==> src/hdl/dkp_pkg.sv <==
// Shared types, constants and layout tables of the DER RSA key stream parser.
package dkp_pkg;

  localparam int LenBits      = 24;
  localparam int NestDepth    = 4;
  localparam int MaxLenOctets = 8;
  localparam int DepthW       = $clog2(NestDepth + 1);
  localparam int IdxW         = $clog2(NestDepth);
  localparam int PhaseW       = 6;
  localparam int PlanLen      = 21;
  localparam int OidLen       = 9;
  localparam int FifoDepth    = 4;

  localparam logic [7:0] TagSeq  = 8'h30;
  localparam logic [7:0] TagInt  = 8'h02;
  localparam logic [7:0] TagBits = 8'h03;
  localparam logic [7:0] TagOcts = 8'h04;
  localparam logic [7:0] TagNull = 8'h05;
  localparam logic [7:0] TagOid  = 8'h06;

  localparam logic [3:0] ErrNone    = 4'd0;
  localparam logic [3:0] ErrTag     = 4'd1;
  localparam logic [3:0] ErrLength  = 4'd2;
  localparam logic [3:0] ErrNest    = 4'd3;
  localparam logic [3:0] ErrInteger = 4'd4;
  localparam logic [3:0] ErrValue   = 4'd5;
  localparam logic [3:0] ErrVersion = 4'd6;
  localparam logic [3:0] ErrAlg     = 4'd7;
  localparam logic [3:0] ErrTrail   = 4'd8;

  localparam logic       CfgKeyKind = 1'b0;
  localparam logic       CfgFormat  = 1'b1;
  localparam logic [1:0] FmtBare    = 2'd1;
  localparam logic [1:0] FmtWrapped = 2'd2;

  typedef enum logic [3:0] {
    K_DONE, K_SEQ, K_INT, K_VER, K_OID, K_NULL, K_BITS, K_OCTS, K_END
  } plan_kind_e;

  typedef struct packed {
    plan_kind_e kind;
    logic [3:0] arg;
  } plan_step_t;

  typedef struct packed {
    logic [7:0] in_byte;
    logic       in_last;
  } in_item_t;

  typedef struct packed {
    logic       out_kind;
    logic [2:0] comp_index;
    logic [7:0] comp_byte;
    logic       comp_end;
    logic       key_ok;
    logic [3:0] error_code;
    logic       wrapped_format;
    logic       run_last;
  } res_item_t;

  typedef struct packed {
    logic [1:0] count;
    res_item_t  first;
    res_item_t  second;
  } res_push_t;

  function automatic plan_step_t mk(plan_kind_e k, logic [3:0] a);
    plan_step_t s;
    s.kind = k;
    s.arg  = a;
    return s;
  endfunction

  // layout index is {private, wrapped}
  function automatic plan_step_t plan_step(logic [1:0] t, logic [PhaseW-1:0] ph);
    logic [PhaseW-1:0] p;
    plan_step_t s;
    p = (ph < PhaseW'(PlanLen)) ? ph : PhaseW'(PlanLen - 1);
    s = mk(K_DONE, 4'd0);
    unique case (t)
      2'd0: begin
        if (p == 0) s = mk(K_SEQ, 4'd0);
        else if (p == 1) s = mk(K_INT, 4'd0);
        else if (p == 2) s = mk(K_INT, 4'd1);
        else if (p == 3) s = mk(K_END, ErrTrail);
      end
      2'd1: begin
        if (p == 0 || p == 1 || p == 6) s = mk(K_SEQ, 4'd0);
        else if (p == 2) s = mk(K_OID, 4'd0);
        else if (p == 3) s = mk(K_NULL, 4'd0);
        else if (p == 4) s = mk(K_END, ErrAlg);
        else if (p == 5) s = mk(K_BITS, 4'd0);
        else if (p == 7) s = mk(K_INT, 4'd0);
        else if (p == 8) s = mk(K_INT, 4'd1);
        else if (p >= 9 && p <= 11) s = mk(K_END, ErrTrail);
      end
      2'd2: begin
        if (p == 0) s = mk(K_SEQ, 4'd0);
        else if (p == 1) s = mk(K_VER, 4'd0);
        else if (p >= 2 && p <= 9) s = mk(K_INT, 4'(p - 2));
        else if (p == 10) s = mk(K_END, ErrTrail);
      end
      default: begin
        if (p == 0 || p == 2 || p == 7) s = mk(K_SEQ, 4'd0);
        else if (p == 1 || p == 8) s = mk(K_VER, 4'd0);
        else if (p == 3) s = mk(K_OID, 4'd0);
        else if (p == 4) s = mk(K_NULL, 4'd0);
        else if (p == 5) s = mk(K_END, ErrAlg);
        else if (p == 6) s = mk(K_OCTS, 4'd0);
        else if (p >= 9 && p <= 16) s = mk(K_INT, 4'(p - 9));
        else if (p >= 17 && p <= 19) s = mk(K_END, ErrTrail);
      end
    endcase
    return s;
  endfunction

  function automatic logic [7:0] tag_of(plan_kind_e k);
    logic [7:0] t;
    unique case (k)
      K_SEQ:        t = TagSeq;
      K_INT, K_VER: t = TagInt;
      K_OID:        t = TagOid;
      K_NULL:       t = TagNull;
      K_BITS:       t = TagBits;
      K_OCTS:       t = TagOcts;
      default:      t = 8'h00;
    endcase
    return t;
  endfunction

  // rsaEncryption object identifier content
  function automatic logic [7:0] oid_byte(logic [3:0] i);
    logic [7:0] v;
    unique case (i)
      4'd0:    v = 8'h2A;
      4'd1:    v = 8'h86;
      4'd2:    v = 8'h48;
      4'd3:    v = 8'h86;
      4'd4:    v = 8'hF7;
      4'd5:    v = 8'h0D;
      4'd6:    v = 8'h01;
      4'd7:    v = 8'h01;
      4'd8:    v = 8'h01;
      default: v = 8'h00;
    endcase
    return v;
  endfunction

endpackage

==> src/hdl/dkp_parser.sv <==
// Parser state and the per-byte update that produces up to two results.
module dkp_parser import dkp_pkg::*; (
  input  logic      clk_i,
  input  logic      rst_ni,
  input  logic      cfg_we_i,
  input  logic      cfg_idx_i,
  input  logic [1:0] cfg_wdata_i,
  input  logic      acc_i,
  input  in_item_t  item_i,
  output res_push_t push_o
);

  typedef enum logic [2:0] {ST_TAG, ST_LEN1, ST_LENN, ST_BODY, ST_PAD} stage_e;

  localparam logic [3:0] FStarted = 4'd1;
  localparam logic [3:0] FPending = 4'd2;
  localparam logic [3:0] FMulti   = 4'd4;
  localparam logic [3:0] FNonzero = 4'd8;

  logic               kind_q;
  logic [1:0]         fsel_q;
  stage_e             st_q, st_d;
  logic [PhaseW-1:0]  ph_q, ph_d;
  logic [LenBits-1:0] rem_q [NestDepth];
  logic [LenBits-1:0] rem_d [NestDepth];
  logic [DepthW-1:0]  dep_q, dep_d;
  logic [LenBits-1:0] lacc_q, lacc_d;
  logic [3:0]         lleft_q, lleft_d;
  logic [2:0]         comp_q, comp_d;
  logic [3:0]         fl_q, fl_d;
  logic [7:0]         lm_q, lm_d;
  logic [3:0]         oidp_q, oidp_d;
  logic               fmt_q, fmt_d;
  logic [3:0]         err_q, err_d;
  logic               priv_q, priv_d;
  logic               autop_q, autop_d;
  res_push_t          push;

  always_comb begin
    plan_step_t         s;
    logic [7:0]         b;
    logic               fin;
    logic               hdr;
    logic [LenBits-1:0] hlen;
    logic [IdxW-1:0]    dm1;
    logic               lastb;
    logic               put;
    logic [6:0]         n;
    res_item_t          mag;
    res_item_t          stat;
    logic               mag_v;

    st_d = st_q; ph_d = ph_q; dep_d = dep_q; lacc_d = lacc_q; lleft_d = lleft_q;
    comp_d = comp_q; fl_d = fl_q; lm_d = lm_q; oidp_d = oidp_q; fmt_d = fmt_q;
    err_d = err_q; priv_d = priv_q; autop_d = autop_q;
    for (int i = 0; i < NestDepth; i++) rem_d[i] = rem_q[i];
    b = item_i.in_byte;
    fin = item_i.in_last;
    hdr = 1'b0;
    hlen = '0;
    dm1 = '0;
    lastb = 1'b0;
    put = 1'b0;
    n = b[6:0];
    mag = '0;
    stat = '0;
    mag_v = 1'b0;
    s = plan_step({priv_d, fmt_d}, ph_d);

    if (acc_i) begin
      if (err_d == ErrNone) begin
        if (ph_d == '0 && st_d == ST_TAG && dep_d == '0) begin
          priv_d  = kind_q;
          fmt_d   = (fsel_q == FmtWrapped);
          autop_d = !(fsel_q == FmtBare || fsel_q == FmtWrapped);
        end
        for (int i = 0; i < NestDepth; i++) begin
          if (DepthW'(i) < dep_d && rem_d[i] != '0) rem_d[i] = rem_d[i] - 1'b1;
        end
        dm1 = dep_d[IdxW-1:0] - 1'b1;
        lastb = (dep_d != '0) && (rem_d[dm1] == '0);

        unique case (st_d)
          ST_TAG: begin
            s = plan_step({priv_d, fmt_d}, ph_d);
            if (s.kind == K_DONE) err_d = ErrTrail;
            else if (s.kind == K_END) err_d = s.arg;
            else begin
              // auto mode picks the layout at the first diverging element
              if (autop_d && ph_d == (priv_d ? PhaseW'(2) : PhaseW'(1))) begin
                fmt_d = (b == TagSeq);
                s = plan_step({priv_d, fmt_d}, ph_d);
              end
              if (b != tag_of(s.kind)) err_d = ErrTag;
              else st_d = ST_LEN1;
            end
          end
          ST_LEN1: begin
            if (!b[7]) begin
              hdr = 1'b1;
              hlen = LenBits'(b);
            end else if (n == '0 || n > 7'(MaxLenOctets)) begin
              err_d = ErrLength;
            end else begin
              lleft_d = n[3:0];
              lacc_d = '0;
              st_d = ST_LENN;
            end
          end
          ST_LENN: begin
            if (lacc_d == '0 && b == 8'h00) err_d = ErrLength;
            else if (lacc_d[LenBits-1 -: 8] != 8'h00) err_d = ErrLength;
            else begin
              lacc_d = {lacc_d[LenBits-9:0], b};
              if (lleft_d != 4'd0) lleft_d = lleft_d - 4'd1;
              if (lleft_d == 4'd0) begin
                if (lacc_d < LenBits'(128)) err_d = ErrLength;
                else begin
                  hdr = 1'b1;
                  hlen = lacc_d;
                end
              end
            end
          end
          ST_BODY: begin
            s = plan_step({priv_d, fmt_d}, ph_d);
            if (s.kind == K_VER) begin
              if ((fl_d & FStarted) != '0 || b != 8'h00) err_d = ErrVersion;
              fl_d = fl_d | FStarted;
            end else if (s.kind == K_OID) begin
              if (oidp_d >= 4'(OidLen) || b != oid_byte(oidp_d)) err_d = ErrAlg;
              else oidp_d = oidp_d + 4'd1;
            end else begin
              if ((fl_d & FStarted) == '0) begin
                fl_d = fl_d | FStarted;
                if (b[7]) err_d = ErrInteger;
                else if (b == 8'h00 && !lastb) fl_d = fl_d | FPending;
                else put = 1'b1;
              end else if ((fl_d & FPending) != '0) begin
                fl_d = fl_d & ~FPending;
                if (!b[7]) err_d = ErrInteger;
                else put = 1'b1;
              end else begin
                fl_d = fl_d | FMulti;
                put = 1'b1;
              end
              if (put) begin
                if (b != 8'h00) fl_d = fl_d | FNonzero;
                lm_d = b;
                mag_v = 1'b1;
                mag.comp_index = comp_d;
                mag.comp_byte = b;
                mag.comp_end = lastb;
                mag.run_last = !fin;
              end
            end
          end
          default: begin
            if (b != 8'h00) err_d = ErrValue;
            else begin
              ph_d = ph_d + 1'b1;
              st_d = ST_TAG;
            end
          end
        endcase

        if (hdr) begin
          s = plan_step({priv_d, fmt_d}, ph_d);
          if ((dep_d != '0 && hlen > rem_d[dm1]) || dep_d >= DepthW'(NestDepth))
            err_d = ErrNest;
          else if (s.kind == K_INT && hlen == '0) err_d = ErrInteger;
          else if (s.kind == K_VER && hlen == '0) err_d = ErrVersion;
          else if (s.kind == K_OID && hlen != LenBits'(OidLen)) err_d = ErrAlg;
          else if (s.kind == K_BITS && hlen == '0) err_d = ErrValue;
          else if (s.kind == K_NULL) begin
            if (hlen != '0) err_d = ErrAlg;
            else begin
              ph_d = ph_d + 1'b1;
              st_d = ST_TAG;
            end
          end else begin
            rem_d[dep_d[IdxW-1:0]] = hlen;
            dep_d = dep_d + 1'b1;
            if (s.kind == K_SEQ || s.kind == K_OCTS) begin
              ph_d = ph_d + 1'b1;
              st_d = ST_TAG;
            end else if (s.kind == K_BITS) begin
              st_d = ST_PAD;
            end else begin
              st_d = ST_BODY;
              fl_d = '0;
              oidp_d = '0;
              comp_d = s.arg[2:0];
            end
          end
        end

        // close every element whose byte count has run out
        for (int k = 0; k < NestDepth; k++) begin
          dm1 = dep_d[IdxW-1:0] - 1'b1;
          if (err_d == ErrNone && dep_d != '0 && rem_d[dm1] == '0) begin
            dep_d = dep_d - 1'b1;
            s = plan_step({priv_d, fmt_d}, ph_d);
            if (st_d == ST_BODY) begin
              if (s.kind == K_INT) begin
                if ((fl_d & FNonzero) == '0) err_d = ErrValue;
                else if ((s.arg[2:0] == 3'd0 || s.arg[2:0] == 3'd1 ||
                          s.arg[2:0] == 3'd3 || s.arg[2:0] == 3'd4) &&
                         (!lm_d[0] || ((fl_d & FMulti) == '0 && lm_d == 8'h01)))
                  err_d = ErrValue;
              end
              ph_d = ph_d + 1'b1;
              st_d = ST_TAG;
            end else if (st_d == ST_LEN1 || st_d == ST_LENN) begin
              err_d = ErrLength;
            end else if (s.kind == K_END) begin
              ph_d = ph_d + 1'b1;
            end else begin
              err_d = ErrTag;
            end
          end
        end
      end

      if (fin) begin
        s = plan_step({priv_d, fmt_d}, ph_d);
        if (err_d == ErrNone && s.kind != K_DONE) err_d = ErrLength;
        stat.out_kind = 1'b1;
        stat.key_ok = (err_d == ErrNone);
        stat.error_code = err_d;
        stat.wrapped_format = fmt_d;
        stat.run_last = 1'b1;
        st_d = ST_TAG; ph_d = '0; dep_d = '0; lacc_d = '0; lleft_d = '0;
        comp_d = '0; fl_d = '0; lm_d = '0; oidp_d = '0; fmt_d = 1'b0;
        err_d = ErrNone; priv_d = 1'b0; autop_d = 1'b0;
        for (int i = 0; i < NestDepth; i++) rem_d[i] = '0;
      end
    end

    push = '0;
    if (acc_i) begin
      if (mag_v) begin
        push.first = mag;
        push.second = stat;
        push.count = fin ? 2'd2 : 2'd1;
      end else if (fin) begin
        push.first = stat;
        push.count = 2'd1;
      end
    end
  end

  assign push_o = push;

  always_ff @(posedge clk_i or negedge rst_ni) begin
    if (!rst_ni) begin
      kind_q <= 1'b0; fsel_q <= '0;
      st_q <= ST_TAG; ph_q <= '0; dep_q <= '0; lacc_q <= '0; lleft_q <= '0;
      comp_q <= '0; fl_q <= '0; lm_q <= '0; oidp_q <= '0; fmt_q <= 1'b0;
      err_q <= ErrNone; priv_q <= 1'b0; autop_q <= 1'b0;
      for (int i = 0; i < NestDepth; i++) rem_q[i] <= '0;
    end else begin
      if (cfg_we_i) begin
        if (cfg_idx_i == CfgKeyKind) kind_q <= cfg_wdata_i[0];
        else fsel_q <= cfg_wdata_i;
      end
      st_q <= st_d; ph_q <= ph_d; dep_q <= dep_d; lacc_q <= lacc_d; lleft_q <= lleft_d;
      comp_q <= comp_d; fl_q <= fl_d; lm_q <= lm_d; oidp_q <= oidp_d; fmt_q <= fmt_d;
      err_q <= err_d; priv_q <= priv_d; autop_q <= autop_d;
      for (int i = 0; i < NestDepth; i++) rem_q[i] <= rem_d[i];
    end
  end

  a_depth_bound: assert property (@(posedge clk_i) disable iff (!rst_ni)
    dep_q <= DepthW'(NestDepth)) else $error("open depth above limit");

  a_err_sticky: assert property (@(posedge clk_i) disable iff (!rst_ni)
    (err_q != ErrNone && !(acc_i && item_i.in_last)) |=> err_q == $past(err_q))
    else $error("first error changed before end of key");

  a_status_on_last: assert property (@(posedge clk_i) disable iff (!rst_ni)
    (acc_i && item_i.in_last) |-> push.count != 2'd0)
    else $error("last byte produced no status");

endmodule

==> src/hdl/dkp_res_fifo.sv <==
// Result queue: takes up to two results per cycle, hands out one per transfer.
module dkp_res_fifo import dkp_pkg::*; (
  input  logic      clk_i,
  input  logic      rst_ni,
  input  res_push_t push_i,
  output logic      room_o,
  output logic      out_valid_o,
  input  logic      out_stall_i,
  output res_item_t out_data_o
);

  localparam int PtrW = $clog2(FifoDepth);
  localparam int CntW = $clog2(FifoDepth + 1);

  res_item_t       mem_q [FifoDepth];
  logic [PtrW-1:0] wp_q, rp_q;
  logic [CntW-1:0] cnt_q;
  logic            pop;

  assign out_valid_o = (cnt_q != '0);
  assign out_data_o  = mem_q[rp_q];
  assign pop         = out_valid_o && !out_stall_i;
  // two free entries guarantee space for the worst-case byte
  assign room_o      = (cnt_q <= CntW'(FifoDepth - 2));

  always_ff @(posedge clk_i) begin
    if (push_i.count != 2'd0) mem_q[wp_q] <= push_i.first;
    if (push_i.count == 2'd2) mem_q[wp_q + 1'b1] <= push_i.second;
  end

  always_ff @(posedge clk_i or negedge rst_ni) begin
    if (!rst_ni) begin
      wp_q <= '0;
      rp_q <= '0;
      cnt_q <= '0;
    end else begin
      wp_q <= wp_q + PtrW'(push_i.count);
      if (pop) rp_q <= rp_q + 1'b1;
      cnt_q <= cnt_q + CntW'(push_i.count) - CntW'(pop);
    end
  end

  a_cnt_bound: assert property (@(posedge clk_i) disable iff (!rst_ni)
    cnt_q <= CntW'(FifoDepth)) else $error("result queue overflow");

  a_push_room: assert property (@(posedge clk_i) disable iff (!rst_ni)
    (push_i.count != 2'd0) |-> $past(room_o) || room_o)
    else $error("push without room");

endmodule

==> src/hdl/der_rsa_key_stream_parser.sv <==
// Top level of the streaming DER RSA key parser.
//  channel | dir | handshake              | payload
//  in      | in  | in_valid_i/in_stall_o  | in_data_i   (in_item_t)
//  out     | out | out_valid_o/out_stall_i| out_data_o  (res_item_t)
//  cfg     | in  | cfg_we_i               | cfg_idx_i, cfg_wdata_i
// One byte per cycle; the parser state updates in the cycle of the transfer.
// Results pass through a 4-entry queue register before they reach out_data_o.
// Input stalls while fewer than two queue entries are free.
// Reset clears parser state and queue pointers, not queue storage; no clearing pass.
module der_rsa_key_stream_parser import dkp_pkg::*; (
  input  logic       clk_i,
  input  logic       rst_ni,
  input  logic       cfg_we_i,
  input  logic       cfg_idx_i,
  input  logic [1:0] cfg_wdata_i,
  input  logic       in_valid_i,
  output logic       in_stall_o,
  input  in_item_t   in_data_i,
  output logic       out_valid_o,
  input  logic       out_stall_i,
  output res_item_t  out_data_o
);

  logic      room;
  logic      acc;
  res_push_t push;

  assign in_stall_o = !room;
  assign acc = in_valid_i && room;

  dkp_parser u_parser (
    .clk_i, .rst_ni, .cfg_we_i, .cfg_idx_i, .cfg_wdata_i,
    .acc_i(acc), .item_i(in_data_i), .push_o(push)
  );

  dkp_res_fifo u_fifo (
    .clk_i, .rst_ni, .push_i(push), .room_o(room),
    .out_valid_o, .out_stall_i, .out_data_o
  );

endmodule
==> config.mk <==
export PLATFORM = sky130hd
export DESIGN_NAME = der_rsa_key_stream_parser
export DESIGN_NICKNAME = d
export VERILOG_FILES = /design/src/hdl/dkp_pkg.sv /design/src/hdl/dkp_parser.sv /design/src/hdl/dkp_res_fifo.sv /design/src/hdl/der_rsa_key_stream_parser.sv
export SDC_FILE = /design/constraint.sdc
export NUM_CORES = 1
export LEC_CHECK = 0
export CAP_MARGIN = 0
export CORE_ASPECT_RATIO = 1.5
export CORE_UTILIZATION = 57
export DETAILED_ROUTE_END_ITERATION = 7
export DONT_BUFFER_PORTS = 1
export PLACE_DENSITY = 0.72
export SLEW_MARGIN = 25
export SYNTH_ARGS = -nofsm -noshare
export SYNTH_HDL_FRONTEND = slang
export SYNTH_SLANG_ARGS = --single-unit
==> constraint.sdc <==
create_clock -name clk_i -period 35.3 [get_ports clk_i]
set_input_delay 5.295 -clock clk_i [delete_from_list [all_inputs] [get_ports clk_i]]
set_output_delay 5.295 -clock clk_i [all_outputs]
set_load 0.02 [all_outputs]
# Word level (Yosys, flattened, before mapping)
# Memory sizes are Yosys's and may differ from the RTL's.
# Index checks and enable logic that the tools add are counted.
[word_totals] rom_bits=128 latchBits=0 register_bits=172 out_inout_bits=22 mem_count=2 ram_bits=80
[classes] add_sub_neg=41 n_lt_le_gt_ge=73 mul=0 n_shift=0 n_eq_ne=144 reduce_logical=190 n_bitwise=7 n_div=0 n_mux=582
[mem_list] memory="(no name shown)" words=16 word_bits=8 read_ports=1 rd_clocked_by_memory_dff=0 write_ports=0 line="dkp_pkg.sv:134" text="unique case (i)"
[mem_list] memory="u_fifo.mem_q" words=4 word_bits=20 read_ports=1 rd_clocked_by_memory_dff=0 write_ports=2 line="dkp_res_fifo.sv:15" text="res_item_t mem_q [FifoDepth];"
[ops] op="8-bit 2-to-1 mux" n=215
[ops] op="96-bit 2-to-1 mux" n=11
[ops] op="24-bit 2-to-1 mux" n=35
[ops] op="4-bit 2-to-1 mux" n=113
[ops] op="6-bit 2-to-1 mux" n=47
[ops] op="24-bit binary-select mux with 2-bit select" n=5
[ops] op="3-bit 2-to-1 mux" n=68
[ops] op="8-bit case mux with 3 select lines" n=8
[ops] op="6-bit by 3-bit equality test with 1-bit output, second input constant" n=28
[ops] op="24-bit zero test" n=7
[ops] op="24-bit nonzero test" n=5
[ops] op="96-bit bitwise mux" n=1
[ops] op="24-bit case mux with 2 select lines" n=2
[ops] op="24-bit by 1-bit subtractor with 24-bit output, second input constant" n=4
[ops] op="6-bit by 2-bit equality test with 1-bit output, second input constant" n=14
[ops] op="6-bit by 4-bit equality test with 1-bit output, second input constant" n=14
[ops] op="6-bit by 4-bit <= comparator with 1-bit output, second input constant" n=14
[ops] op="6-bit by 5-bit <= comparator with 1-bit output, second input constant" n=14
[ops] op="1-bit logical AND" n=60
[ops] op="12-bit 2-to-1 mux" n=5
[ops] op="1-bit logical OR" n=58
[ops] op="1-bit 2-to-1 mux" n=56
[ops] op="24-bit demux with 2-bit select" n=1
[ops] op="4-bit zero test" n=12
[ops] op="70 further kinds" n=240

# Logic depth before layout (Yosys ltp)
[depth] depth_word=159 ltp_mapped=95

# Modules after synthesis
# From an unflattened synthesis, not the netlist that was laid out.
[hier_totals] hier_cells=3301 area_unflattened_um2=26766.9
[modules_own_cells] module="dkp_parser" area_each_um2=22196.3 seq_area_each_um2=4129.0 n_inst=1 cells_each=3065
[modules_own_cells] module="dkp_res_fifo" area_each_um2=4560.6 seq_area_each_um2=2577.5 n_inst=1 cells_each=234
[modules_own_cells] module="der_rsa_key_stream_parser" area_each_um2=10.0 seq_area_each_um2=0.0 n_inst=1 cells_each=2

# Least setup slack after synthesis
# OpenSTA, ideal clock, no wires.
[synth_path] path_type="input to register" startpoint="input port in_data_i[8] (netlist name)" endpoint="memory u_fifo.mem_q[1][3] (netlist name) (data pin)" stages=87 setup_time_ns=0.159 arrival_time_ns=22.596 required_time_ns=35.141 slack_ns=12.545 n_path_buf=8 cell_sequence="buf_6 > or4_4 > buf_6 > nor4_4 > xnor2_1 > buf_2 > o21ai_0 > nand2_1 > nand2_1 > nand2b_1 > inv_1 > ha_1 > clkbuf_1 > inv_1 > nor4_1 > mux2i_1 > a21oi_1 > o211ai_1 > (+51 left out) > o21ai_0 > nand3_1 > ha_1 > clkbuf_1 > inv_1 > a21o_1 > nor4_1 > a32oi_1 > or3_1 > buf_2 > a311oi_1 > a211oi_2 > or2_2 > xnor2_1 > o41a_1 > o211ai_2 > a31oi_1 > nor3_1"
[synth_lines] element="start: declaration" line="der_rsa_key_stream_parser.sv:18" text="input in_item_t in_data_i,"
[synth_lines] element="end: declaration" line="dkp_res_fifo.sv:15"

==> qor.csv <==
metric,value,unit
finalSetupViolations,0,
synth_top_area_share,16.8,%
instances_no_fill,3802,
synthCells,3323,
hp-class,reg -> reg,
drive_gt1_share,9.23,%
slew_headroom,21.6,%
grt_pass1_vias,26800,
synth_edf_count,32,
combinationalPowerShare,77.2,%
cts_root_buffer,clkbuf_16,
power-per-cell-area,116,nW/um^2
syn_avg_cell_area,7.72,um^2
drtAntennaViolNets,0,
leakage,10.5,nW
antenna_found_initial,10,
grt_pass1_wl,162000,um
cts_resized,0,
die-width,175,um
power_switching,1.83,mW
met2_usage,76.0,%
synth_compound_area_share,27.9,%
crit_fanout,17,
synth_top_family_by_area,compound AO/OA/AOI/OAI gates,
clock_latency,580,ps
dieArea,45900,um^2
cts_tree,done,
grt.busiest_layer,met2,
rows,94,
ioPinCount,39,
critical_path_required,35700,ps
crit_type,in -> reg,
drc,0,
tightest_slew,1180,ps
grt_setup_unrepaired,false,
ys_types,128,
grtUsageMet3,15.2,%
cpMaxStageDelayCell,xnor2_1,
worst_setup_path_start_kind,input pin,
start_util,58.2,%
clkPwrFrac,9.2,%
cpPeakStageDelay,670,ps
yosys_register_bits,252,
gp_congestion,1.08,
dp_hpwl,77500,um
ctsHoldBuffers,0,
synth-async-reset-ratio,68.3,%
vias,28200,
final_common_cell,nand2_1,
portBuffers,0,
seqPwrFrac,13.5,%
cts_made_buffers,26,
slew_viol_final,0,
crit_path_end_kind,flip-flop,
wire_per_inst,28.4,um
area_delta_synth_final,5.13,%
synth.area.top_cells,"dfrtp_1, nand2_1, ha_1",
clock.fmax,38.1,MHz
cts.reportedPaths.clkPinSlew,60,ps
pre_cts_slack,9320,ps
dieHeight,262,um
grt_use_total,46.5,%
dpl.cell_count,3741,
gr-usage-met1,47.5,%
drv_cap,0,
skew,17.2,ps
status,"finished, final reports clean",
min_period,26260,ps
drt_iter0_markers,3712,
synth_warnings,0,
synth_flop_cell,dfrtp_1,
final_cell_mix,"nand2_1, nor2_1, o21ai_0",
setup_ws,9040,ps
yosys.area_share.xor_xnor,4.57,%
htreeDepth,1,
hold_viol_final,0,
fin_nets,3322,
ir_drop,0.0000841,V
syn_nets,3447,
gr-total-overflow,0,
dr.pass1.iters,8,
yosysSeqAreaShare,24.3,%
synth_area_leader_cell,dfrtp_1,
worstPathArrival,26660,ps
synthMuxAreaShare,5.39,%
grt_max_degree,173,
intPower,1.29,mW
post_cts_buffers,0,
setup-tns-final,0,ps
fin_crit_sh,74.4,%
synth_adder_area_share,5.25,%
numClockSinks,252,
cts_max_path_buffers,3,
synth-simple-area-share,27.4,%
drt-total-wl,108000,um
crit_top_cell,ha_1,
netlist_area,25700,um^2
avgViaCountPerCell,7.42,
swShare,58.6,%
coreArea,44100,um^2
-- synthesized netlist by cell type (all sizes together), types with 40 or more instances --
cell    instances
and2           42
xnor2          92
a22o           56
inv           120
nor4           79
ha            106
dfrtp         172
nor2          264
nor3          136
o21ai         277
a21oi         182
a31oi          52
clkbuf        179
nand3         102
or3            48
o211ai         40
nand4          66
dfxtp          48
nand2         399
-- critical path, delay by kind of cell --
kind | cells | cell delay, ps
adder cells (fa/ha/maj) | 10 | 3440
AND/OR/NAND/NOR | 26 | 6100
buffers and inverters | 9 | 1770
XOR/XNOR | 4 | 2130
AO/OA/AOI/OAI | 32 | 7910
-- state kept, by name (all words and copies together), names as in the netlist --
register,flops
u_parser.lleft_q,4
u_parser.st_q,3
u_parser.kind_q,1
u_fifo.mem_q,80
u_parser.lm_q,8
u_parser.err_q,4
u_parser.fl_q,4
u_parser.autop_q,1
u_fifo.rp_q,2
u_parser.dep_q,3
u_parser.lacc_q,24
u_parser.fmt_q,1
u_fifo.cnt_q,3
u_parser.comp_q,3
u_parser.ph_q,6
u_parser.priv_q,1
u_parser.oidp_q,4
u_parser.fsel_q,2
u_parser.rem_q,96
u_fifo.wp_q,2
-- kinds of logic after synthesis --
family,after synthesis
flip-flops,252
AO/OA/AOI/OAI,1027
buffers and inverters,337
XOR/XNOR,131
AND/OR/NAND/NOR,1369
adder cells (fa/ha/maj),107
multiplexers,100
-- power by group through the flow --
| stage | Clock [mW] | Combinational [mW] | Sequential [mW] |
|---|---|---|---|
| after CTS | 0.287 | 2.27 | 0.418 |
| after detailed placement | 0 | 2.26 | 0.422 |
| after global routing | 0.298 | 2.54 | 0.428 |
| after floorplan | 0 | 1.64 | 0.381 |
| after global placement | 0 | 2.24 | 0.419 |
| final | 0.288 | 2.41 | 0.422 |
-- final timing paths --
path / from / endpoint / cells past startpoint / slack (ps)
min in group asynchronous: rst_ni / u_parser.rem_q[74] / 0 / 4400
worst min-delay path: u_fifo.mem_q[2][10] / u_fifo.mem_q[2][10] / 2 / 460
worst max-delay path: in_data_i[8] / u_fifo.mem_q[1][3] / 81 / 9040
worst min register to register: u_fifo.mem_q[2][10] / u_fifo.mem_q[2][10] / 2 / 460
worst max register to register: u_parser.ph_q[4] / u_fifo.mem_q[1][3] / 74 / 12690
max in group asynchronous: rst_ni / u_parser.comp_q[2] / 0 / 30480
-- final cells by class --
type | instances | area, um^2
multi-input combinational | 2734 | 18200
fill | 3932 | 17100
sequential | 252 | 6230
clock buffer | 37 | 732
tap | 576 | 721
timing repair buffer | 60 | 478
inverter | 124 | 465
clock inverter | 11 | 135
antenna | 8 | 20.0
-- layer usage --
layer  vias up  share of wire [%]
met1     13300                 33
li1      12300                  -
met5         -              0.076
met2      1888                 46
met4        12                 11
met3       710                 10
-- per-stage QoR --
| step | power (mW) | area, um^2 | hold WS [ps] | utilization [%] |
|---|---|---|---|---|
| 2_1_floorplan | 2.02 | 25700 | 420 | - |
| 3_3_place_gp | 2.66 | 26000 | 429 | 58.9 |
| 3_5_place_dp | 2.68 | 26000 | 442 | 58.9 |
| 4_1_cts | 2.98 | 26800 | 458 | 60.9 |
| 5_1_grt | 3.26 | 27000 | 489 | 61.1 |
| 6_report | 3.12 | 27000 | 455 | 61.2 |
No activity file was read; power rests on OpenSTA's default activity.
